$ cat src/rtl/core/hrf_pkg.sv
// hrf_pkg: shared constants, word types and register codes of the hit region finder
// no dependencies; used by the channel interfaces and the top level

package hrf_pkg;

    localparam int MAX_SAMPLES = 4096;
    localparam int SAMPLE_BITS = 16;
    localparam int THR_BITS    = 16;
    localparam int IDX_W       = 12;
    localparam int CNT_W       = $clog2(MAX_SAMPLES);

    localparam int FIFO_DEPTH  = 4;
    localparam int FIFO_AW     = $clog2(FIFO_DEPTH);

    typedef enum logic [0:0] {
        CFG_THR_IND = 1'b0,
        CFG_THR_COL = 1'b1
    } t_cfg_idx;

    typedef enum logic [0:0] {
        EV_PEAK = 1'b0,
        EV_END  = 1'b1
    } t_event_kind;

    typedef struct packed {
        logic signed [SAMPLE_BITS-1:0] sample;
        logic                          collection_plane;
        logic                          last_sample;
    } t_in_word;

    typedef struct packed {
        t_event_kind                   event_kind;
        logic [IDX_W-1:0]              region_begin;
        logic [IDX_W-1:0]              event_index;
        logic signed [SAMPLE_BITS-1:0] peak_amplitude;
        logic                          last_of_run;
    } t_out_word;

endpackage

$ cat src/rtl/core/hrf_in_if.sv
// hrf_in_if: sample channel, valid/ready handshake carrying one sample word
// depends on hrf_pkg for the word type

interface hrf_in_if;
    logic              valid;
    logic              ready;
    hrf_pkg::t_in_word data;

    modport source (output valid, output data, input ready);
    modport sink   (input valid, input data, output ready);
endinterface

$ cat src/rtl/core/hrf_out_if.sv
// hrf_out_if: event channel, valid/ready handshake carrying one event word
// depends on hrf_pkg for the word type

interface hrf_out_if;
    logic               valid;
    logic               ready;
    hrf_pkg::t_out_word data;

    modport source (output valid, output data, input ready);
    modport sink   (input valid, input data, output ready);
endinterface

$ cat src/rtl/core/waveform_hit_region_finder.sv
// waveform_hit_region_finder: three-sample extrema test with threshold, per-wire state
// depends on hrf_pkg, hrf_in_if and hrf_out_if
// event words are registered into the output queue when their sample word is accepted
// throughput: one sample word per cycle while the output queue holds at most two words;
// a sample that causes two events writes both words into the four-word output queue
// reset (synchronous, active low): thresholds zero, wire state cleared, queue empty

module waveform_hit_region_finder (
    input  logic                           i_clk,
    input  logic                           i_rst_n,
    hrf_in_if.sink                         i_in,
    hrf_out_if.source                      o_out,
    input  logic                           i_cfg_we,
    input  hrf_pkg::t_cfg_idx              i_cfg_idx,
    input  logic [hrf_pkg::THR_BITS-1:0]   i_cfg_data
);

    localparam int SB  = hrf_pkg::SAMPLE_BITS;
    localparam int CW  = hrf_pkg::CNT_W;
    localparam int AW  = hrf_pkg::FIFO_AW;

    logic signed [hrf_pkg::THR_BITS-1:0] r_thr_ind, r_thr_col;
    logic signed [SB-1:0] r_prev, r_prev2, n_prev, n_prev2;
    logic [CW-1:0]        r_cnt, n_cnt;
    logic                 r_peak_open, n_peak_open;
    logic [CW-1:0]        r_region, n_region;

    hrf_pkg::t_out_word   r_fifo [hrf_pkg::FIFO_DEPTH];
    logic [AW-1:0]        r_wr_ptr, r_rd_ptr;
    logic [AW:0]          r_count, n_count;

    logic                 in_acc, out_acc;
    logic signed [SB-1:0] s;
    logic signed [hrf_pkg::THR_BITS-1:0] thr;
    logic [CW-1:0]        centre;
    logic                 win, is_min, is_max, peak_after, have_win, have_last;
    hrf_pkg::t_out_word   win_word, last_word, word0, word1;
    logic [1:0]           n_push;

    assign in_acc  = i_in.valid && i_in.ready;
    assign out_acc = o_out.valid && o_out.ready;

    assign i_in.ready  = (r_count <= (AW+1)'(hrf_pkg::FIFO_DEPTH - 2));
    assign o_out.valid = (r_count != '0);
    assign o_out.data  = r_fifo[r_rd_ptr];

    // window test on the centre sample
    always_comb begin
        s      = i_in.data.sample;
        thr    = i_in.data.collection_plane ? r_thr_col : r_thr_ind;
        centre = r_cnt - CW'(1);
        win    = (r_cnt >= CW'(2));
        is_min = win && (r_prev2 > r_prev) && (r_prev < s);
        is_max = win && !is_min && (r_prev2 < r_prev) && (r_prev > s) && (r_prev > thr);

        if (is_min) begin
            peak_after = 1'b0;
        end else if (is_max) begin
            peak_after = 1'b1;
        end else begin
            peak_after = r_peak_open;
        end

        have_win  = (is_min && r_peak_open) || is_max;
        have_last = i_in.data.last_sample && peak_after;

        win_word.event_kind     = is_max ? hrf_pkg::EV_PEAK : hrf_pkg::EV_END;
        win_word.region_begin   = is_max ? hrf_pkg::IDX_W'(r_region) : '0;
        win_word.event_index    = hrf_pkg::IDX_W'(centre);
        win_word.peak_amplitude = is_max ? r_prev : '0;
        win_word.last_of_run    = !have_last;

        last_word.event_kind     = hrf_pkg::EV_END;
        last_word.region_begin   = '0;
        last_word.event_index    = hrf_pkg::IDX_W'(r_cnt);
        last_word.peak_amplitude = '0;
        last_word.last_of_run    = 1'b1;

        word0  = have_win ? win_word : last_word;
        word1  = last_word;
        n_push = in_acc ? ({1'b0, have_win} + {1'b0, have_last}) : 2'd0;
    end

    // wire state update
    always_comb begin
        n_prev      = r_prev;
        n_prev2     = r_prev2;
        n_cnt       = r_cnt;
        n_peak_open = r_peak_open;
        n_region    = r_region;
        if (in_acc) begin
            if (i_in.data.last_sample) begin
                n_prev      = '0;
                n_prev2     = '0;
                n_cnt       = '0;
                n_peak_open = 1'b0;
                n_region    = '0;
            end else begin
                n_prev2     = r_prev;
                n_prev      = s;
                n_peak_open = peak_after;
                if (r_cnt != CW'(hrf_pkg::MAX_SAMPLES - 1)) begin
                    n_cnt = r_cnt + CW'(1);
                end
                if (is_min) begin
                    n_region = r_peak_open ? r_cnt : centre;
                end
            end
        end
        n_count = r_count + (AW+1)'(n_push) - (AW+1)'(out_acc);
    end

    always_ff @(posedge i_clk) begin
        if (!i_rst_n) begin
            r_thr_ind   <= '0;
            r_thr_col   <= '0;
            r_prev      <= '0;
            r_prev2     <= '0;
            r_cnt       <= '0;
            r_peak_open <= 1'b0;
            r_region    <= '0;
            r_wr_ptr    <= '0;
            r_rd_ptr    <= '0;
            r_count     <= '0;
        end else begin
            if (i_cfg_we) begin
                case (i_cfg_idx)
                    hrf_pkg::CFG_THR_IND: r_thr_ind <= i_cfg_data;
                    hrf_pkg::CFG_THR_COL: r_thr_col <= i_cfg_data;
                    default: ;
                endcase
            end
            r_prev      <= n_prev;
            r_prev2     <= n_prev2;
            r_cnt       <= n_cnt;
            r_peak_open <= n_peak_open;
            r_region    <= n_region;
            r_wr_ptr    <= r_wr_ptr + AW'(n_push);
            if (out_acc) begin
                r_rd_ptr <= r_rd_ptr + AW'(1);
            end
            r_count     <= n_count;
        end
    end

    // queue storage
    always_ff @(posedge i_clk) begin
        if (n_push != 2'd0) begin
            r_fifo[r_wr_ptr] <= word0;
        end
        if (n_push == 2'd2) begin
            r_fifo[r_wr_ptr + AW'(1)] <= word1;
        end
    end

    a_count_bound: assert property (@(posedge i_clk) disable iff (!i_rst_n)
        r_count <= (AW+1)'(hrf_pkg::FIFO_DEPTH))
        else $error("event queue overfilled");

    a_last_clears: assert property (@(posedge i_clk) disable iff (!i_rst_n)
        (in_acc && i_in.data.last_sample) |=> (r_cnt == '0) && !r_peak_open)
        else $error("wire state not cleared after last sample");

    a_peak_has_window: assert property (@(posedge i_clk) disable iff (!i_rst_n)
        r_peak_open |-> (r_cnt >= CW'(2)))
        else $error("peak open without a full window");

    a_two_words_end: assert property (@(posedge i_clk) disable iff (!i_rst_n)
        (n_push == 2'd2) |-> (word1.event_kind == hrf_pkg::EV_END) && !word0.last_of_run)
        else $error("two-word run not closed by an end word");

endmodule
$ cat src/flat_wrapper.sv
// flat-port wrapper written by rule: the top's interface ports become plain ports
module waveform_hit_region_finder_flat 
  (i_clk, i_rst_n, i_cfg_we, i_cfg_idx, i_cfg_data, i_in_valid, i_in_data, i_in_ready, o_out_valid, o_out_data, o_out_ready);
  hrf_in_if i_in_i ();
  hrf_out_if o_out_i ();
  input  logic i_clk;
  input  logic i_rst_n;
  input  logic i_cfg_we;
  input  hrf_pkg::t_cfg_idx i_cfg_idx;
  input  logic [hrf_pkg::THR_BITS-1:0] i_cfg_data;
  input wire logic [$bits(i_in_i.valid)-1:0] i_in_valid;
  input wire logic [$bits(i_in_i.data)-1:0] i_in_data;
  output wire logic [$bits(i_in_i.ready)-1:0] i_in_ready;
  output wire logic [$bits(o_out_i.valid)-1:0] o_out_valid;
  output wire logic [$bits(o_out_i.data)-1:0] o_out_data;
  input wire logic [$bits(o_out_i.ready)-1:0] o_out_ready;
  assign i_in_i.valid = i_in_valid;
  assign i_in_i.data = i_in_data;
  assign i_in_ready = i_in_i.ready;
  assign o_out_valid = o_out_i.valid;
  assign o_out_data = o_out_i.data;
  assign o_out_i.ready = o_out_ready;
  waveform_hit_region_finder u_core (.i_clk(i_clk), .i_rst_n(i_rst_n), .i_in(i_in_i), .o_out(o_out_i), .i_cfg_we(i_cfg_we), .i_cfg_idx(i_cfg_idx), .i_cfg_data(i_cfg_data));
endmodule
$ cat config.mk
export PLATFORM = sky130hd
export DESIGN_NAME = waveform_hit_region_finder_flat
export DESIGN_NICKNAME = d
export VERILOG_FILES = /design/src/rtl/core/hrf_pkg.sv /design/src/rtl/core/hrf_in_if.sv /design/src/rtl/core/hrf_out_if.sv /design/src/rtl/core/waveform_hit_region_finder.sv /design/src/flat_wrapper.sv
export SDC_FILE = /design/constraint.sdc
export NUM_CORES = 1
export LEC_CHECK = 0
export BUFFER_PORTS_ARGS = -buffer_cell sky130_fd_sc_hd__buf_2
export CELL_PAD_IN_SITES_DETAIL_PLACEMENT = 0
export CELL_PAD_IN_SITES_GLOBAL_PLACEMENT = 1
export CORE_UTILIZATION = 35
export CTS_CLUSTER_DIAMETER = 100
export DETAILED_ROUTE_END_ITERATION = 7
export GPL_TIMING_DRIVEN = 0
export PLACE_DENSITY_LB_ADDON = 0.2
export SYNTH_ARGS = -nofsm -noshare
export SYNTH_HDL_FRONTEND = slang
export SYNTH_SLANG_ARGS = --single-unit
$ cat constraint.sdc
create_clock -name i_clk -period 14.9 [get_ports i_clk]
set_input_delay 0.745 -clock i_clk [delete_from_list [all_inputs] [get_ports i_clk]]
set_output_delay 0.745 -clock i_clk [all_outputs]
set_load 0.05 [all_outputs]
==> results of run 1 <==
-- cell families after synthesis --
| kind of cell | after synthesis | synth area share, % |
|---|---|---|
| xor gates and xnor gates | 20 | 1.35 |
| muxes | 66 | 9.14 |
| and+or+nand+nor | 416 | 16.4 |
| DFF | 266 | 44.7 |
| buffers and inverters | 167 | 5.02 |
| adders and majority gates | 57 | 5.55 |
| AOI/OAI and AO/OA | 312 | 17.9 |
-- layout make-up --
class | count | area (sq um) | share of cell area [%]
timing repair buffer | 80 | 400 | 2.66
antenna | 1 | 2.50 | 0.0166
sequential | 266 | 5810 | 38.6
buffer | 113 | 449 | 2.98
tap | 468 | 586 | 3.89
clock buffer | 49 | 955 | 6.34
clock inverter | 8 | 111 | 0.740
inverter | 54 | 203 | 1.35
multi-input combinational | 871 | 6540 | 43.4
-- tightest hold or removal path, cell delays in order --
cell	delay [ns]
buf_2	0.10
nand2_1	0.04
a21boi_0	0.06
-- metrics by stage --
step                      util [%]  cells  setup slack (ns)  power, mW
final                         41.1   1910              7.05       1.86
after global routing          41.1   1909              6.46       1.94
after CTS                     41.1   1909              7.02       1.89
after detailed placement      38.2   1852              6.47       1.09
after global placement        38.2   1852              6.56       1.09
after floorplan                  -   1304              9.08       1.00
-- path summary, 6_finish.rpt --
check / from / end / slack, ns / cells past startpoint
min reg2reg: u_core.r_thr_ind[0] / u_core.r_thr_ind[0] / 0.46 / 2
max: i_in_data[1] / u_core.r_fifo[2][22] / 7.05 / 19
max reg2reg: u_core.r_prev[15] / u_core.r_fifo[2][22] / 8.02 / 16
min: i_cfg_data[2] / u_core.r_thr_ind[2] / 0.42 / 3
-- power breakdown --
part / total [mW] / switching, mW / internal (mW)
combinational: 0.305 / 0.196 / 0.109
clock: 0.786 / 0.313 / 0.474
sequential: 0.771 / 0.0214 / 0.750
-- state kept, by name (all words and copies together), names as in the netlist, named ones only --
name / flops
u_core.r_prev: 16
u_core.r_thr_ind: 16
u_core.r_thr_col: 16
u_core.r_count: 3
u_core.r_region: 12
u_core.r_peak_open: 1
u_core.r_cnt: 12
u_core.r_fifo: 168
u_core.r_prev2: 16
u_core.r_wr_ptr: 2
u_core.r_rd_ptr: 2
-- cell usage in the layout (no fill, tap or decap), drive strengths merged, types with 46 or more instances in the layout --
master,synthesis,layout
ha,56,56
a21oi,46,46
nand2,152,152
edfxtp,48,48
a22o,116,116
nor2,65,65
clkbuf,95,144
dfxtp,218,218
inv,52,54
buf,18,98
nor2b,48,48
-- per-layer routing --
metal,vias to the layer above,part of all wire [%],track usage (%)
met5,-,0.056,0
met4,4,1.3,4.61
met3,41,5.4,2.92
met2,284,44,32.6
met1,5096,49,31.0
li1,5015,-,-
-- synth_stat cells, types with 2 or more instances --
library cell / n
nor2b_1: 48
nand2_1: 152
nand3_1: 15
o21ai_0: 20
edfxtp_1: 48
and2_1: 11
a21oi_1: 46
nand4_1: 23
a21boi_0: 34
nand2b_1: 4
a211oi_1: 2
dfxtp_1: 218
o21ai_1: 3
a22o_1: 116
xor2_1: 11
or2_2: 4
inv_1: 52
buf_6: 2
clkinv_1: 2
or3_1: 13
mux4_2: 42
nor4_1: 7
xnor2_1: 9
or3b_2: 2
and3_1: 4
buf_2: 8
or4_1: 29
clkbuf_1: 95
buf_1: 8
o22a_1: 3
or3_4: 2
a21o_1: 13
mux2i_1: 23
o21a_1: 2
nor3_1: 24
a31oi_1: 22
ha_1: 56
o211ai_1: 38
and4_1: 4
nor2_1: 65
==> impl_metrics.csv, run 1 <==
group,metric,value,unit
drt,postRouteAntennaNets,0,
yosys,synth_cell_type_count,64,
setup_path,required,15.09,ns
timing,fmax,127,MHz
yosys,yosys_warnings,0,
yosys,synth_top_area_cell,"dfxtp_1",
min_path,min_path_type,"input port to flop",
yosys,syn_area,13000,sq um
drt,drc,4,
timing,max_slew_margin,28.2,%
yosys,ys_top_cells_by_area,"dfxtp_1 34%, edfxtp_1 11%, a22o_1 7.8%",
floorplanning,dieArea,37900,sq um
clocking,clock-sinks,266,
grt,antenna_found_initial,2,
setup_path,path_class,"input port to flop",
grt,gr-usage-all-layers,21.1,%
yosys,synth-edff-count,48,
grt,grt_pass1_wl,62300,um
timing,period_minus_slack,7.85,ns
yosys,synth_cells,1304,
power,p_per_area,124,nW/um^2
timing,rsz0062_at_grt,"false",
placed_design,port_buffers,80,
setup_path,max_stage_delay,0.75,ns
timing,hold_viol,0,
outcome,status,"complete, but fails checks",
clocking,post_cts_resized,0,
clocking,clk_pin_slew,0.06,ns
floorplanning,fp.dieH,195,um
yosys,syn_area_per_cell,9.97,sq um
clocking,cts_setup_buffers,0,
setup_path,cp_top_family,"buffers and inverters",
placed_design,place.gp.congestion,0.842,
timing,worst_slew_pin_slew,1.08,ns
power,power.leakage,5.89,nW
setup_path,cp_num_buf_inv,7,
drt,avgViaCountPerCell,5.47,
timing,setup_tns,0,ns
timing,skew,0.0182,ns
layout,postLayoutCellArea,15100,sq um
placed_design,place_hpwl,28100,um
grt,overflow,0,
setup_path,crit_top_cell,"clkbuf_1",
drt,drt_first_pass_iters,8,
drt,vias,10400,
floorplanning,initial_core_util,35.5,%
floorplanning,rows,70,
clocking,cts_tree,"built",
yosys,synth-seq-cells,266,
grt,grt_max_degree,17,
setup_path,worstPathArrival,8.05,ns
setup_path,slowest_stage,"nor3b_1",
clocking,cts_made_buffers,31,
setup_path,cp-start-kind,"input port",
timing,fin_crit_sh,52.7,%
run,cap_violations,0,
yosys,syn-num-nets,1401,
yosys,netlist.area_leader.share,33.6,%
yosys,synth_ff_type,"dfxtp_1",
clocking,cts_buffer_depth,3,
outcome,violations,"design-rule violations",
clocking,cts_root_buffer,"clkbuf_16",
clocking,insertion_delay,0.58,ns
timing,finalSetupViolations,0,
clocking,htree_levels,1,
layout,drive_gt1_share,13.6,%
drt,drtIter0Drc,682,
grt,grt_pass1_vias,10300,
timing,drv_slew,0,
placed_design,placed_cell_area,14000,sq um
clocking,hold_buffers,0,
floorplanning,io_pins,84,
timing,hold_ws,0.421,ns
drt,drt-total-wl,39600,um
drt,wl_per_cell,20.7,um
floorplanning,coreArea,36600,sq um
setup_path,endpoint_kind,"flop",
layout,fillerInstances,3603,
floorplanning,die_width,195,um
power,ir_drop,0.0000912,V
layout,finalNetCount,1514,
yosys,ys_seq_area_share,44.7,%
setup_path,path_cells,"clkbuf_1, buf_1, mux2i_1, ha_1, nand4_1, nor4_1, o21ai_0, and4_1, o221ai_1, a2bb2oi_2, clkbuf_1, inv_1, clkbuf_1, ha_1, o21ai_1, nor3b_1, nor2_1, clkbuf_1, inv_1",
layout,area_delta_synth_final,15.8,%
yosys,async_flop_share,0,%
setup_path,cp_max_fo,14,
Note: power is estimated with default switching activity, not from simulation.
==> run 2, diff against run 1 <==
==> constraint.sdc (replaced) <==
create_clock -name i_clk -period 6.7 [get_ports i_clk]
set_input_delay 0.335 -clock i_clk [delete_from_list [all_inputs] [get_ports i_clk]]
set_output_delay 0.335 -clock i_clk [all_outputs]
set_load 0.05 [all_outputs]
==> run 2 against run 1 <==
- the flow now finishes without violations
- register-to-register slack worse by 7.4 ns
- clock power is 120% higher
- final area is 1.7% higher
- combinational power is 130% higher
- global-route usage hardly changed
- sequential cell count stayed put
- hold slack worse by 0.38 ns
- setup slack worse by 6.6 ns
- wire length is 0.11% lower
- die area stayed put
- non-clock buffer count is 20 higher
- final cell count is 0.99% higher
- critical path type unchanged
- largest power group unchanged
==> impl_metrics.csv, run 2 (synthesis results as in run 1) <==
group,metric,value,unit
outcome,status,"finished, final reports clean",
grt,antenna_found_initial,2,
layout,largest_reg_flops,168,
setup_path,path_cells,"clkbuf_1, buf_2, mux2i_1, ha_1, nand4_1, nor4_1, o21ai_0, and4_1, o221ai_1, a2bb2oi_4, clkbuf_2, inv_1, clkbuf_1, ha_1, o21ai_2, or3b_2, clkbuf_1, nor2_1, buf_2, a22o_1",
clocking,clock-sinks,266,
setup_path,slowest_stage,"ha_1",
clocking,cts_made_buffers,31,
timing,drv_slew,0,
power,power.leakage,5.99,nW
clocking,clk_pin_slew,0.06,ns
timing,period_minus_slack,6.24,ns
floorplanning,initial_core_util,35.5,%
setup_path,cp.depth,20,
setup_path,cp-start-kind,"input port",
timing,max_slew_margin,29.0,%
setup_path,worstPathArrival,6.76,ns
layout,regMostFlops,"u_core.r_fifo",
power,finalPower,4.15,mW
layout,most-common-layout-cells,"218 x dfxtp_1, 152 x nand2_1, 116 x a22o_1",
placed_design,port_buffers,80,
timing,hold_viol,0,
min_path,min_from,"i_in_data[10]",
grt,grt_pass1_wl,62300,um
timing,hold_ws,0.0411,ns
drt,drtIter0Drc,659,
grt,overflow,0,
clocking,cts_tree,"built",
layout,diodes,0,
timing,worst_slew_pin_slew,1.06,ns
setup_path,cp_top_family,"buffers and inverters",
min_path,whs_endpoint,"u_core.r_prev[8]",
drt,avgViaCountPerCell,5.43,
layout,drive_gt1_share,15.1,%
layout,fillerInstances,3600,
setup_path,r2r_end,"u_core.r_fifo[2][34]",
grt,grt_max_degree,20,
timing,rsz0062_at_grt,"false",
timing,fin_crit_sh,93.1,%
drt,drt-total-wl,39500,um
setup_path,max_stage_delay,0.55,ns
setup_path,required,7.22,ns
floorplanning,die_width,195,um
placed_design,place_hpwl,28100,um
layout,area_delta_synth_final,17.7,%
floorplanning,dieArea,37900,sq um
min_path,min_path_type,"input port to flop",
setup_path,reg2regPathDepth,17,
placed_design,place.gp.congestion,0.842,
drt,drc,0,
timing,finalSetupViolations,0,
clocking,insertion_delay,0.58,ns
min_path,min_path_cells,3,
layout,finalNetCount,1534,
power,p_per_area,271,nW/um^2
setup_path,cp_num_buf_inv,7,
setup_path,crit_top_cell,"clkbuf_1",
clocking,htree_levels,1,
setup_path,reg2reg_from,"u_core.r_prev[13]",
floorplanning,coreArea,36600,sq um
run,cap_violations,0,
drt,postRouteAntennaNets,0,
drt,vias,10500,
setup_path,endpoint_kind,"flop",
setup_path,r2r_setup_slack,0.66,ns
drt,wl_per_cell,20.5,um
drt,drt_first_pass_iters,5,
floorplanning,io_pins,84,
floorplanning,fp.dieH,195,um
clocking,cts_buffer_depth,3,
setup_path,cp_max_fo,19,
layout,mostFrequentLayoutCell,"dfxtp_1",
grt,gr-usage-all-layers,21.1,%
clocking,cts_root_buffer,"clkbuf_16",
timing,skew,0.0188,ns
grt,grt_pass1_vias,10400,
power,ir_drop,0.000203,V
setup_path,path_class,"input port to flop",
timing,fmax,160,MHz
floorplanning,rows,70,
run 2: changes by cell type in the layout (fill, tap and decap cells not counted), moves of 3 or more:
| cell | change |
|---|---|
| dlygate4sd3_1 | +16 |
| clkbuf_1 | -10 |
| clkbuf_2 | +9 |
| buf_4 | +7 |
| clkinvlp_4 | +4 |
| inv_1 | -4 |
| buf_1 | -3 |
run 2: metal layers:
metal	global-route usage, %	up-vias	share of wire [%]
li1	-	5053	-
met1	30.9	5121	49
met2	32.6	262	44
met3	2.85	43	5.3
met4	4.61	4	1.4
met5	0	-	0.056
run 2: tightest hold or removal path, cell delays in order:
cell and delay [ns]:
buf_2 0.09, a31oi_1 0.07, nor2b_1 0.09
run 2: area by class of cell:
class / instances / area [sq um] / area share, %
sequential: 266 / 5810 / 37.9
inverter: 54 / 218 / 1.42
clock inverter: 8 / 111 / 0.728
clock buffer: 49 / 955 / 6.24
buffer: 110 / 450 / 2.94
tap: 468 / 586 / 3.83
timing repair buffer: 103 / 613 / 4.01
multi-input combinational: 871 / 6560 / 42.9
run 2: metrics by stage:
step / std cells / util, % / setup WS, ns / setup TNS, ns / area (sq um)
3_3_place_gp: 1852 / 38.2 / -1.23 / -163.92 / 14000
2_1_floorplan: 1304 / - / 1.29 / 0 / 13000
4_1_cts: 1930 / 41.7 / -0.0190 / -0.119 / 15300
3_5_place_dp: 1852 / 38.2 / -1.32 / -191.11 / 14000
6_report: 1929 / 41.8 / 0.463 / 0 / 15300
5_1_grt: 1929 / 41.8 / 0.0886 / 0 / 15300
run 2: worst max path at each step:
stage / end / start / slack (ns)
6_report: u_core.r_fifo[2][13] / i_in_data[1] / 0.46
3_5_place_dp: u_core.r_fifo[2][23] / i_in_data[1] / -1.32
5_1_grt: u_core.r_fifo[2][13] / i_in_data[1] / 0.09
4_1_cts: u_core.r_fifo[1][13] / i_in_data[1] / -0.02
2_1_floorplan: u_core.r_fifo[2][17] / i_in_data[1] / 1.29
3_3_place_gp: u_core.r_fifo[2][25] / i_in_data[1] / -1.23
run 2: repair_timing:
item / CTS / global route
buffers inserted: 7 / 0
hold endpoints to repair: 29 / 0
resized for setup: 11 / 11
setup endpoints to repair: 179 / 202
hold buffers: 16 / 0
run 2: power by group:
part | total, mW | internal [mW] | switching, mW
logic | 0.689 | 0.250 | 0.439
registers | 1.71 | 1.67 | 0.0474
clock network | 1.75 | 1.05 | 0.696
==> run 3, diff against run 2 <==
--- a/config.mk
+++ b/config.mk
@@ -8,7 +8,7 @@
 export BUFFER_PORTS_ARGS = -buffer_cell sky130_fd_sc_hd__buf_2
 export CELL_PAD_IN_SITES_DETAIL_PLACEMENT = 0
 export CELL_PAD_IN_SITES_GLOBAL_PLACEMENT = 1
-export CORE_UTILIZATION = 35
+export CORE_UTILIZATION = 43
 export CTS_CLUSTER_DIAMETER = 100
 export DETAILED_ROUTE_END_ITERATION = 7
 export GPL_TIMING_DRIVEN = 0
==> run 3 against run 2 <==
- largest power group unchanged
- via count up 0.45%
- register-to-register slack worse by 0.25 ns
- non-clock buffer count decreased by 13
- clock power grew 9.7%
- hold slack got worse by 0.0020 ns
- sequential cell count stayed put
- count of clock-buffer cells in the layout is 7 lower
- critical endpoint is now u_core.r_fifo[1][15]
- wire length down 4.5%
- final area shrank 0.88%
==> impl_metrics.csv, run 3 (synthesis results as in run 1) <==
group,metric,value,unit
layout,most-common-layout-cells,"218 x dfxtp_1, 152 x nand2_1, 116 x a22o_1",
drt,vias,10500,
setup_path,r2r_setup_slack,0.41,ns
floorplanning,rows,63,
power,swShare,27.2,%
layout,regMostFlops,"u_core.r_fifo",
clocking,insertion_delay,0.56,ns
power,finalPower,4.31,mW
clocking,cts_buffer_depth,3,
timing,fin_crit_sh,93.9,%
timing,skew,0.0103,ns
power,p_sw,1.17,mW
layout,drive_gt1_share,15.7,%
timing,setup_ws,0.406,ns
drt,drc,0,
grt,antenna_found_initial,0,
drt,avgViaCountPerCell,5.73,
timing,hold_viol,0,
floorplanning,die_width,176,um
floorplanning,coreArea,29700,sq um
floorplanning,initial_core_util,43.7,%
drt,drt-total-wl,37700,um
clocking,cts_tree,"built",
floorplanning,fp.dieH,176,um
layout,mostFrequentLayoutCell,"dfxtp_1",
clocking,cts_made_buffers,30,
timing,worst_slew_pin_slew,1.03,ns
power,p_per_area,284,nW/um^2
outcome,status,"finished, final reports clean",
drt,postRouteAntennaNets,0,
clocking,htree_levels,1,
setup_path,endpoint_kind,"flop",
power,power.leakage,5.98,nW
power,pwr-share-seq,39.8,%
timing,period_minus_slack,6.29,ns
power,p_clk_share,44.6,%
timing,max_slew_margin,31.5,%
timing,fmax,159,MHz
drt,wl_per_cell,20.5,um
timing,drv_slew,0,
layout,diodes,0,
clocking,clock-sinks,266,
setup_path,cp-start-kind,"flop",
placed_design,placed_cell_area,13900,sq um
setup_path,max_stage_delay,0.56,ns
placed_design,place.gp.congestion,0.835,
layout,finalNetCount,1520,
setup_path,path_cells,"inv_1, ha_1, and4_1, nand4_1, a21o_1, and4b_1, o221ai_1, a2bb2oi_2, clkbuf_2, inv_1, clkbuf_1, ha_1, o21ai_1, or2_2, clkbuf_1, nor2_1, clkbuf_2, buf_2, a22o_1",
layout,area_delta_synth_final,16.7,%
grt,overflow,0,
placed_design,place_hpwl,27100,um
layout,fillerInstances,2721,
grt,grt_pass1_vias,10100,
timing,rsz0062_at_grt,"false",
setup_path,cp_max_fo,10,
timing,hold_ws,0.0390,ns
min_path,min_path_type,"input port to flop",
setup_path,path_class,"flop to flop",
floorplanning,dieArea,30900,sq um
clocking,cts_root_buffer,"clkbuf_16",
setup_path,slowest_stage,"dfxtp_1",
layout,postLayoutCellArea,15200,sq um
drt,drtIter0Drc,892,
grt,gr-usage-all-layers,24.5,%
timing,finalSetupViolations,0,
placed_design,port_buffers,80,
run,cap_violations,0,
setup_path,required,7.14,ns
layout,largest_reg_flops,168,
placed_design,preCtsSetupSlack,-1.04,ns
drt,drt_first_pass_iters,5,
clocking,clk_pin_slew,0.06,ns
layout,final_core_util,51.0,%
power,ir_drop,0.000233,V
grt,grt_pass1_wl,58700,um
floorplanning,io_pins,84,
power,combPwrFrac,15.6,%
grt,grt_max_degree,15,
setup_path,worstPathArrival,6.74,ns
power,intPower,3.14,mW
-- run 3: per-stage QoR --
| stage | instances | setup TNS, ns |
|---|---|---|
| 2_1_floorplan | 1304 | 0 |
| 3_3_place_gp | 1774 | -135.43 |
| 3_5_place_dp | 1774 | -132.63 |
| 4_1_cts | 1835 | 0 |
| 5_1_grt | 1837 | 0 |
| 6_report | 1837 | 0 |
-- run 3: worst paths after layout --
path                                     startpoint  cells after the start              endpoint
worst max-delay path              u_core.r_prev[15]                     19  u_core.r_fifo[1][15]
worst min-delay path                  i_cfg_data[1]                      3   u_core.r_thr_col[1]
worst min register to register  u_core.r_thr_ind[1]                      2   u_core.r_thr_ind[1]
worst max register to register    u_core.r_prev[15]                     19  u_core.r_fifo[1][15]
-- run 3: power by group through the flow --
stage	combinational, mW	sequential, mW	clock, mW
3_3_place_gp	0.670	1.75	0
4_1_cts	0.677	1.72	1.94
2_1_floorplan	0.496	1.73	0
6_report	0.672	1.72	1.92
3_5_place_dp	0.674	1.75	0
5_1_grt	0.740	1.72	2.02
-- run 3: cell type report --
type                       instances  area, sq um  area share (%)
clock inverter                    14          231            1.53
tap                              390          488            3.22
inverter                          54          218            1.44
buffer                           113          464            3.06
clock buffer                      42          963            6.35
timing repair buffer              87          453            2.99
sequential                       266         5810            38.3
multi-input combinational        871         6540            43.1
-- run 3: layer usage --
| metal | share of wire (%) | GRT usage [%] |
|---|---|---|
| met2 | 43 | 36.9 |
| met1 | 49 | 36.4 |
| met4 | 1.7 | 5.47 |
| met5 | 0 | 0 |
| met3 | 6.8 | 4.29 |
-- run 3: worst max-delay path, delay by kind of cell, from the launching register on --
family	cells	cell delay, ns
AND/OR/NAND/NOR	5	1.09
adder cells (fa/ha/maj)	2	0.83
buffers and inverters	7	1.94
flip-flops	1	0.56
AO/OA/AOI/OAI	5	1.75
-- run 3: timing repair --
item / CTS / global route
setup endpoints to repair: 123 / 170
gates resized for setup: 5 / 20
endpoints found under the hold margin: 0 / 0
hold buffers: 0 / 0
setup buffers: 5 / 2
